--- src/assert_macros.svh ---
// Assertion macros shared by the RTL; they expect clk and rst in scope.
`ifndef ASSERT_MACROS_SVH
`define ASSERT_MACROS_SVH

// Consequent must hold in the cycle after the antecedent.
`define ASSERT_NEXT(label, ante, cons, msg) \
  label: assert property (@(posedge clk) disable iff (rst) (ante) |=> (cons)) \
    else $error(msg);

// Expression must hold at every clock edge outside reset.
`define ASSERT_ALWAYS(label, expr, msg) \
  label: assert property (@(posedge clk) disable iff (rst) (expr)) \
    else $error(msg);

`endif

--- src/g2de_pkg.sv ---
// Package for the 2D Gaussian pixel evaluator: types, stage map, constants, exp2 table.
`timescale 1ns / 1ps

package g2de_pkg;

  // Default coordinate width
  localparam int COORD_BITS_DEF = 10;

  // Configuration register map
  typedef enum logic [1:0] {
    REG_CENTER_ROW = 2'd0,
    REG_CENTER_COL = 2'd1,
    REG_INV_SIGMA_ROW = 2'd2,
    REG_INV_SIGMA_COL = 2'd3
  } cfg_reg_t;

  localparam int CENTER_W = 19;
  localparam int INV_W = 16;
  localparam int CFG_DATA_W = 19;
  localparam int VALUE_W = 16;

  // Pipeline stage map
  localparam int ST_MAG = 0;  // |coord - center|
  localparam int ST_MUL = 1;  // times reciprocal sigma
  localparam int ST_RND = 2;  // round and clamp to Q.12
  localparam int ST_SQR = 3;  // square
  localparam int ST_SUM = 4;  // half sum of squares
  localparam int ST_LOG = 5;  // times log2(e)
  localparam int ST_LUT = 6;  // table lookup
  localparam int ST_INT = 7;  // interpolation
  localparam int ST_OUT = 8;  // integer power shift, saturate
  localparam int NUM_STAGES = 9;

  // Per-stage load enables from the flow control
  typedef struct packed {
    logic [NUM_STAGES-1:0] load;
  } pipe_ctrl_t;

  // Datapath widths
  localparam int Z_W = 16;
  localparam int SQ_W = 31;
  localparam int A_W = 23;
  localparam int P_W = 40;
  localparam int B_W = 24;
  localparam int N_W = 8;
  localparam int M_W = 17;
  localparam int DIFF_W = 12;
  localparam int FRAC_W = 12;

  localparam logic [Z_W-1:0] Z_CLAMP = 16'h8000;     // 8.0 in Q.12
  localparam logic [16:0] LOG2E_Q16 = 17'd94548;
  localparam logic [N_W-1:0] N_ZERO_LIMIT = 8'd17;

  // 2^(-k/16) in Q.16, k = 0..16
  localparam logic [16:0] EXP2_TAB [17] = '{
    17'd65536, 17'd62757, 17'd60097, 17'd57549, 17'd55109, 17'd52773,
    17'd50535, 17'd48393, 17'd46341, 17'd44376, 17'd42495, 17'd40693,
    17'd38968, 17'd37316, 17'd35734, 17'd34219, 17'd32768
  };

endpackage

--- src/g2de_axis.sv ---
// One axis of the evaluator: distance, scale by reciprocal sigma, round, square.
`timescale 1ns / 1ps
`include "assert_macros.svh"

module g2de_axis #(
  parameter int COORD_BITS = g2de_pkg::COORD_BITS_DEF
) (
  input  logic                          clk,
  input  logic                          rst,
  input  g2de_pkg::pipe_ctrl_t          ctrl,
  input  logic [COORD_BITS-1:0]         coord,
  input  logic [g2de_pkg::CENTER_W-1:0] center,
  input  logic [g2de_pkg::INV_W-1:0]    inv_sigma,
  output logic [g2de_pkg::SQ_W-1:0]     sq
);

  localparam int CW = COORD_BITS + 8;
  localparam int DW = ((CW > 18) ? CW : 18) + 2;
  localparam int MW = DW - 1;
  localparam int TW = MW + g2de_pkg::INV_W;
  localparam int RW = TW + 1 - 8;

  logic signed [DW-1:0] diff;
  logic [MW-1:0] mag;
  logic [TW-1:0] scaled;
  logic [TW:0] rnd_sum;
  logic [RW-1:0] z_full;
  logic [g2de_pkg::Z_W-1:0] z_next;
  logic [g2de_pkg::Z_W-1:0] z;
  logic [2*g2de_pkg::Z_W-1:0] sq_full;

  // Signed distance in Q.8 and its magnitude
  always_comb begin
    diff = $signed({{(DW-CW){1'b0}}, coord, 8'h00})
         - $signed({{(DW-g2de_pkg::CENTER_W){center[g2de_pkg::CENTER_W-1]}}, center});
  end

  always_ff @(posedge clk) begin
    if (ctrl.load[g2de_pkg::ST_MAG]) begin
      mag <= diff[DW-1] ? MW'(-diff) : diff[MW-1:0];
    end
  end

  // Scale by reciprocal sigma, Q.20
  always_ff @(posedge clk) begin
    if (ctrl.load[g2de_pkg::ST_MUL]) begin
      scaled <= mag * inv_sigma;
    end
  end

  // Round to Q.12 and clamp at 8 sigma
  always_comb begin
    rnd_sum = {1'b0, scaled} + (TW+1)'(128);
    z_full = rnd_sum[TW:8];
    if (z_full > {{(RW-g2de_pkg::Z_W){1'b0}}, g2de_pkg::Z_CLAMP}) begin
      z_next = g2de_pkg::Z_CLAMP;
    end else begin
      z_next = z_full[g2de_pkg::Z_W-1:0];
    end
  end

  always_ff @(posedge clk) begin
    if (ctrl.load[g2de_pkg::ST_RND]) begin
      z <= z_next;
    end
  end

  // Square, Q.24
  assign sq_full = z * z;

  always_ff @(posedge clk) begin
    if (ctrl.load[g2de_pkg::ST_SQR]) begin
      sq <= sq_full[g2de_pkg::SQ_W-1:0];
    end
  end

  `ASSERT_ALWAYS(a_z_clamped, z <= g2de_pkg::Z_CLAMP, "scaled distance above the clamp")

endmodule

--- src/g2de_exp.sv ---
// Exponent stages: half sum, times log2(e), exp2 table with interpolation, shift.
`timescale 1ns / 1ps
`include "assert_macros.svh"

module g2de_exp (
  input  logic                         clk,
  input  logic                         rst,
  input  g2de_pkg::pipe_ctrl_t         ctrl,
  input  logic [g2de_pkg::SQ_W-1:0]    sq_row,
  input  logic [g2de_pkg::SQ_W-1:0]    sq_col,
  output logic [g2de_pkg::VALUE_W-1:0] value
);

  logic [g2de_pkg::SQ_W:0] sq_sum;
  logic [g2de_pkg::SQ_W:0] sq_rnd;
  logic [g2de_pkg::A_W-1:0] a;
  logic [g2de_pkg::P_W-1:0] prod;
  logic [g2de_pkg::P_W:0] prod_rnd;
  logic [g2de_pkg::B_W-1:0] b;
  logic [4:0] k_lo;
  logic [4:0] k_hi;
  logic [16:0] tab_lo;
  logic [16:0] tab_hi;
  logic [16:0] tab_diff;
  logic [g2de_pkg::M_W-1:0] lut_lo;
  logic [g2de_pkg::DIFF_W-1:0] lut_diff;
  logic [g2de_pkg::FRAC_W-1:0] lut_frac;
  logic [g2de_pkg::N_W-1:0] lut_n;
  logic [2*g2de_pkg::DIFF_W-1:0] interp;
  logic [2*g2de_pkg::DIFF_W:0] interp_rnd;
  logic [g2de_pkg::M_W-1:0] mant;
  logic [g2de_pkg::N_W-1:0] mant_n;
  logic [17:0] shift_rnd;
  logic [17:0] shifted;
  logic [g2de_pkg::M_W-1:0] pow_val;
  logic [g2de_pkg::VALUE_W-1:0] value_next;
  logic out_load;
  logic n_far;

  // a = 0.5 * (sq_row + sq_col), Q.16 rounded
  always_comb begin
    sq_sum = {1'b0, sq_row} + {1'b0, sq_col};
    sq_rnd = sq_sum + (g2de_pkg::SQ_W+1)'(256);
  end

  always_ff @(posedge clk) begin
    if (ctrl.load[g2de_pkg::ST_SUM]) begin
      a <= sq_rnd[g2de_pkg::SQ_W:9];
    end
  end

  // Times log2(e)
  always_ff @(posedge clk) begin
    if (ctrl.load[g2de_pkg::ST_LOG]) begin
      prod <= a * g2de_pkg::LOG2E_Q16;
    end
  end

  // Split into integer power and fraction, read neighboring table entries
  always_comb begin
    prod_rnd = {1'b0, prod} + (g2de_pkg::P_W+1)'(32768);
    b = prod_rnd[g2de_pkg::P_W-1:16];
    k_lo = {1'b0, b[15:12]};
    k_hi = k_lo + 5'd1;
    tab_lo = g2de_pkg::EXP2_TAB[k_lo];
    tab_hi = g2de_pkg::EXP2_TAB[k_hi];
    tab_diff = tab_lo - tab_hi;
  end

  always_ff @(posedge clk) begin
    if (ctrl.load[g2de_pkg::ST_LUT]) begin
      lut_lo <= tab_lo;
      lut_diff <= tab_diff[g2de_pkg::DIFF_W-1:0];
      lut_frac <= b[11:0];
      lut_n <= b[g2de_pkg::B_W-1:16];
    end
  end

  // Linear interpolation between entries
  always_comb begin
    interp = lut_diff * lut_frac;
    interp_rnd = {1'b0, interp} + (2*g2de_pkg::DIFF_W+1)'(2048);
  end

  always_ff @(posedge clk) begin
    if (ctrl.load[g2de_pkg::ST_INT]) begin
      mant <= lut_lo - {4'h0, interp_rnd[2*g2de_pkg::DIFF_W:12]};
      mant_n <= lut_n;
    end
  end

  // Divide by 2^n with rounding, then saturate
  always_comb begin
    shift_rnd = {1'b0, mant} + (18'd1 << (mant_n - 8'd1));
    shifted = shift_rnd >> mant_n;
    if (mant_n == '0) begin
      pow_val = mant;
    end else if (mant_n >= g2de_pkg::N_ZERO_LIMIT) begin
      pow_val = '0;
    end else begin
      pow_val = shifted[g2de_pkg::M_W-1:0];
    end
    value_next = pow_val[16] ? 16'hFFFF : pow_val[15:0];
  end

  always_ff @(posedge clk) begin
    if (ctrl.load[g2de_pkg::ST_OUT]) begin
      value <= value_next;
    end
  end

  // Flags for the output checks
  assign out_load = ctrl.load[g2de_pkg::ST_OUT];
  assign n_far = mant_n >= g2de_pkg::N_ZERO_LIMIT;

  `ASSERT_NEXT(a_far_zero, out_load && n_far, value == '0, "power beyond range must give zero")
  `ASSERT_NEXT(a_half_bound, out_load && mant_n != '0, value <= 16'd32768, "power must halve value")

endmodule

--- src/gaussian_2d_pixel_eval.sv ---
// Top level of the 2D Gaussian pixel evaluator: configuration, flow control, datapath.
`timescale 1ns / 1ps
`include "assert_macros.svh"

// Evaluates the unit-height Gaussian exp(-0.5*(dr^2 + dc^2)) at one pixel (row, col) per
// transaction and returns it as unsigned Q0.16, saturated at 65535. One pixel is accepted
// every cycle while the output is not held back; each result passes through the nine
// register stages (distance, sigma multiply, round, square, half sum, log2(e) multiply,
// table read, interpolation, power shift), the first loaded at the accepting edge. Stages
// that hold no valid pixel accept new data even while the output waits, so bubbles close
// up under output backpressure. Write the centers and reciprocal sigmas only while no
// pixel is in flight.

module gaussian_2d_pixel_eval #(
  parameter int COORD_BITS = g2de_pkg::COORD_BITS_DEF
) (
  input  logic                            clk,
  input  logic                            rst,
  input  logic                            cfg_we,
  input  logic [1:0]                      cfg_index,
  input  logic [g2de_pkg::CFG_DATA_W-1:0] cfg_data,
  input  logic                            in_valid,
  output logic                            in_ready,
  input  logic [COORD_BITS-1:0]           row,
  input  logic [COORD_BITS-1:0]           col,
  output logic                            out_valid,
  input  logic                            out_ready,
  output logic [g2de_pkg::VALUE_W-1:0]    value
);

  localparam int NS = g2de_pkg::NUM_STAGES;

  logic [g2de_pkg::CENTER_W-1:0] center_row;
  logic [g2de_pkg::CENTER_W-1:0] center_col;
  logic [g2de_pkg::INV_W-1:0] inv_sigma_row;
  logic [g2de_pkg::INV_W-1:0] inv_sigma_col;
  logic [NS-1:0] vld;
  logic [NS-1:0] rdy;
  g2de_pkg::pipe_ctrl_t ctrl;
  logic [g2de_pkg::SQ_W-1:0] sq_row;
  logic [g2de_pkg::SQ_W-1:0] sq_col;

  // Configuration registers
  always_ff @(posedge clk) begin
    if (rst) begin
      center_row <= '0;
      center_col <= '0;
      inv_sigma_row <= 16'd4096;
      inv_sigma_col <= 16'd4096;
    end else if (cfg_we) begin
      unique case (cfg_index)
        g2de_pkg::REG_CENTER_ROW: center_row <= cfg_data;
        g2de_pkg::REG_CENTER_COL: center_col <= cfg_data;
        g2de_pkg::REG_INV_SIGMA_ROW: inv_sigma_row <= cfg_data[g2de_pkg::INV_W-1:0];
        g2de_pkg::REG_INV_SIGMA_COL: inv_sigma_col <= cfg_data[g2de_pkg::INV_W-1:0];
        default: ;
      endcase
    end
  end

  // Stage ready: a stage loads when empty or when its content moves on
  always_comb begin
    rdy[NS-1] = !vld[NS-1] || out_ready;
    for (int i = NS - 2; i >= 0; i--) begin
      rdy[i] = !vld[i] || rdy[i+1];
    end
    ctrl.load = rdy;
  end

  assign in_ready = rdy[0];
  assign out_valid = vld[NS-1];

  // Valid bits travel with the data
  always_ff @(posedge clk) begin
    if (rst) begin
      vld <= '0;
    end else begin
      if (rdy[0]) begin
        vld[0] <= in_valid;
      end
      for (int i = 1; i < NS; i++) begin
        if (rdy[i]) begin
          vld[i] <= vld[i-1];
        end
      end
    end
  end

  g2de_axis #(
    .COORD_BITS(COORD_BITS)
  ) u_axis_row (
    .clk(clk),
    .rst(rst),
    .ctrl(ctrl),
    .coord(row),
    .center(center_row),
    .inv_sigma(inv_sigma_row),
    .sq(sq_row)
  );

  g2de_axis #(
    .COORD_BITS(COORD_BITS)
  ) u_axis_col (
    .clk(clk),
    .rst(rst),
    .ctrl(ctrl),
    .coord(col),
    .center(center_col),
    .inv_sigma(inv_sigma_col),
    .sq(sq_col)
  );

  g2de_exp u_exp (
    .clk(clk),
    .rst(rst),
    .ctrl(ctrl),
    .sq_row(sq_row),
    .sq_col(sq_col),
    .value(value)
  );

  `ASSERT_NEXT(a_accept_enters, in_valid && in_ready, vld[0], "accepted pixel lost")
  `ASSERT_ALWAYS(a_empty_ready, (vld != '0) || in_ready, "empty pipeline must accept input")

endmodule

--- config.mk ---
export PLATFORM = sky130hd
export DESIGN_NAME = gaussian_2d_pixel_eval
export DESIGN_NICKNAME = d
export VERILOG_FILES = /design/src/g2de_pkg.sv /design/src/g2de_axis.sv /design/src/g2de_exp.sv /design/src/gaussian_2d_pixel_eval.sv
export VERILOG_INCLUDE_DIRS = /design/src /design/src/src
export SDC_FILE = /design/constraint.sdc
export NUM_CORES = 2
export LEC_CHECK = 0
export ABC_AREA = 1
export BUFFER_PORTS_ARGS = -buffer_cell sky130_fd_sc_hd__buf_2
export CORE_MARGIN = 2
export CORE_UTILIZATION = 40
export CTS_BUF_LIST = sky130_fd_sc_hd__clkbuf_2 sky130_fd_sc_hd__clkbuf_4 sky130_fd_sc_hd__clkbuf_8
export CTS_CLUSTER_SIZE = 8
export DETAILED_ROUTE_END_ITERATION = 10
export GPL_TIMING_DRIVEN = 0
export MAX_ROUTING_LAYER = met4
export PLACE_DENSITY = 0.62
export SLEW_MARGIN = 20
export SYNTH_ARGS = -nofsm -noshare
export SYNTH_HDL_FRONTEND = slang
export SYNTH_HIERARCHICAL = 1
export SYNTH_SLANG_ARGS = --single-unit
--- constraint.sdc ---
create_clock -name clk -period 7.8 [get_ports clk]
set_input_delay 0.78 -clock clk [delete_from_list [all_inputs] [get_ports clk]]
set_output_delay 0.78 -clock clk [all_outputs]
set_load 0.05 [all_outputs]
==> flow_summary.yaml <==
detailed_routing:
  antenna_left: 0
  wl_per_cell_um: 16.0
  vias_per_cell: 4.88
  vias: 55500
  drtIter0Drc: 3431
  drt_wl_total_um: 182000
  drcViolationCount: 0
  first_pass_iters: 6
synth:
  async_reset_ff_frac: 0
  synth_most_common_cell: "inv_1"
  synth_area_sq_um: 70400
  ys_warn_count: 6
  synth.largest_area_cell: "fa_1"
  ys_ff_latch: 403
  syn_inst: 8847
  synth_area_leaders: "fa_1 29%, edfxtp_1 14%, ha_1 14%"
  synth_top_area_frac: 0.289
  avgSynthCellArea_sq_um: 7.96
  synth_enable_flop_cells: 324
  yosysSeqAreaShare: 0.161
  yosys-top-cells-count: "2,158 x inv_1, 2,110 x nand2_1, 1,015 x fa_1, 775 x ha_1, 561 x nor2_1"
  syn_nets: 10700
  ys_types: 65
  ys.flop_type: "edfxtp_1"
setup_path:
  endpoint: "u_exp/mant[15]"
  worstPathRequired_ps: 8310
  critPathKind: "register to register"
  crit_path_start_kind: "register"
  startpoint: "u_exp/lut_diff[10]"
  slowest_delay_ps: 540
  r2r_end: "u_exp/mant[15]"
  ff2ff_setup_slack_ps: 650
  reg2reg_depth: 31
  crit_arrival_ps: 7660
  reg2reg_from: "u_exp/lut_diff[10]"
  critPathSlowestCell: "fa_1"
  worstSetupEndpointType: "register"
  crit_fanout: 10
floorplanning:
  die_w_um: 423
  num_rows: 153
  core_sq_um: 174000
  initial_utilization: 0.404
  ios: 64
  die_h_um: 423
  dieArea_sq_um: 179000
clock_tree:
  clk_pin_slew_ps: 60
  cts.sinks: 403
  cts-root-buf: "clkbuf_8"
  cts_tree: "yes"
  postCtsSetupRepairBufs: 0
  cts_made_buffers: 79
  insertion_delay_ps: 800
  clockBufferDepth: 3
  cts.hold.buffers_added: 0
  htree_levels: 3
global_routing:
  gr-total-overflow: 0
  antenna_found_initial: 5
  global_route.usage.total: 0.213
  grt_pass1_vias: 58200
  grt_pass1_wl_um: 299000
  grt_max_degree: 63
power_and_ir_drop:
  ir_drop_uv: 926
  p_sw_frac: 0.508
  p_leak_nw: 42.6
  pwr-share-comb: 0.688
  seq_power_share: 0.186
  p_int_mw: 9.57
  clockPowerShare: 0.126
  p_per_area_nw_per_um2: 258
  power_switching_mw: 9.89
finish:
  fin_nets: 10800
  post-route-util: 0.433
  syn2layout_area_growth_pct: 7.31
  regArea_sq_um: 11300
  drive_gt1_frac: 0.0436
  multi_input_area_sq_um: 49800
  fin_area_sq_um: 75500
  final_cells: 11400
  fillers: 17500
sta:
  worst_pin_slew_ps: 1000
  hold_viol_final: 0
  period_needed_ps: 7150
  finalSetupTns_ps: 0
  rsz0062_at_grt: "no"
  final.period_utilization: 0.916
  fin_hold_ws_ps: 250
  max_freq_mhz: 140
  relSlewSlack: 0.331
  slew_violations: 0
  setup_viol: 0
  skew_ps: 76.8
placed_design:
  io_buffers: 63
  place_area_sq_um: 73700
  dp_cells: 11200
  hpwl_um: 154000
  place.gp.congestion: 0.935
status:
  status: "finished, final reports clean"
job:
  cap_violations: 0
worst_hold_path:
  hold_path_class: "input port to register"
==> worst min-delay path by stage <==
stage               slack [ps]              end           start  cells after the start
floorplan                  400  u_exp/mant_n[0]  u_exp/lut_n[0]                      0
global placement           410  u_exp/mant_n[3]  u_exp/lut_n[3]                      0
detailed placement         410  u_exp/mant_n[4]  u_exp/lut_n[4]                      0
CTS                        180           vld[0]        in_valid                      3
global route               230   center_col[16]    cfg_data[16]                      3
finish                     250   center_col[16]    cfg_data[16]                      3
==> power by group through the flow <==
stage | Clock, mW | Combinational, mW | Sequential, mW
after floorplan | 0 | 10.0 | 3.49
after global placement | 0 | 13.2 | 3.66
after detailed placement | 0 | 13.4 | 3.67
after CTS | 2.54 | 13.5 | 3.63
after global routing | 2.62 | 15.4 | 3.68
final | 2.45 | 13.4 | 3.63
==> state kept, by name, indices dropped and copies added (netlist names), 9 cells and up <==
signal             flops
u_axis_row/sq         30
inv_sigma_row         16
vld                    9
inv_sigma_col         16
u_axis_col/z          16
u_axis_col/mag        19
center_row            19
u_axis_col/scaled     28
u_axis_row/z          16
u_exp/lut_lo          17
u_exp/lut_diff        12
u_exp/a               23
u_axis_col/sq         30
u_exp/mant            17
u_axis_row/mag        19
u_exp/value           16
center_col            19
u_exp/prod            25
u_axis_row/scaled     28
u_exp/lut_frac        12
==> worst max-delay path, delay by kind of cell, from the launching register on <==
family / cells / cell delay [ps]
AOI/OAI and AO/OA: 9 / 1770
DFF: 1 / 450
and+or+nand+nor: 7 / 610
adders and majority gates: 7 / 3220
xor gates and xnor gates: 1 / 240
buffers and inverters: 7 / 620
==> metrics by stage <==
stage	total power [mW]	worst slack, ps
2_1_floorplan	13.5	1460
3_3_place_gp	16.9	402
3_5_place_dp	17.1	269
4_1_cts	19.7	220
5_1_grt	21.7	60.1
6_report	19.5	652
==> routing by layer <==
layer | vias to the layer above | track usage | wire length (um) | part of all wire
li1 | 27000 | - | - | -
met1 | 26800 | 0.258 | 76600 | 0.42
met2 | 1325 | 0.371 | 90900 | 0.50
met3 | 320 | 0.0235 | 8270 | 0.046
met4 | 0 | 0.0670 | 5840 | 0.032
met5 | - | - | 0 | 0
==> kinds of logic (layout without fill, tap and decap cells) <==
family,count (synthesis),count (layout),synth area share
flops,403,403,0.161
fa+ha+maj,1790,1790,0.426
xor+xnor,263,263,0.0330
other cells,2,8,0.000107
compound gates,722,722,0.0566
mux,4,4,0.000587
buf+inv,2447,2656,0.132
simple gates,3216,3216,0.190
==> repair_timing <==
item / CTS / global route
hold endpoints to repair: 0 / 0
endpoints found under the setup margin: 0 / 4
gates resized for setup: 0 / 12
==> cell usage in the layout (no fill, tap or decap), types with 44 or more instances in the layout <==
| master | synthesis | layout |
|---|---|---|
| xnor2_1 | 88 | 88 |
| inv_1 | 2158 | 2157 |
| a21oi_1 | 332 | 332 |
| fa_1 | 1015 | 1015 |
| edfxtp_1 | 324 | 324 |
| xor2_1 | 174 | 174 |
| nand4_1 | 48 | 48 |
| buf_2 | 15 | 78 |
| nor3_1 | 54 | 54 |
| nor2_1 | 561 | 561 |
| nand2_1 | 2110 | 2109 |
| nand3_1 | 270 | 270 |
| o21ai_1 | 44 | 44 |
| ha_1 | 775 | 775 |
| clkbuf_8 | 0 | 85 |
| o21ai_0 | 206 | 206 |
| clkbuf_1 | 219 | 214 |
| dfxtp_1 | 79 | 79 |
==> cell type report <==
class | count | area share
Buffer | 262 | 0.0146
Timing Repair Buffer | 66 | 0.00507
Clock inverter | 37 | 0.00625
Tap cell | 2325 | 0.0385
Inverter | 2185 | 0.109
Antenna cell | 6 | 0.000199
Multi-Input combinational cell | 5997 | 0.659
Sequential cell | 403 | 0.150
Clock buffer | 106 | 0.0176
Power figures use the tool's default switching activity.
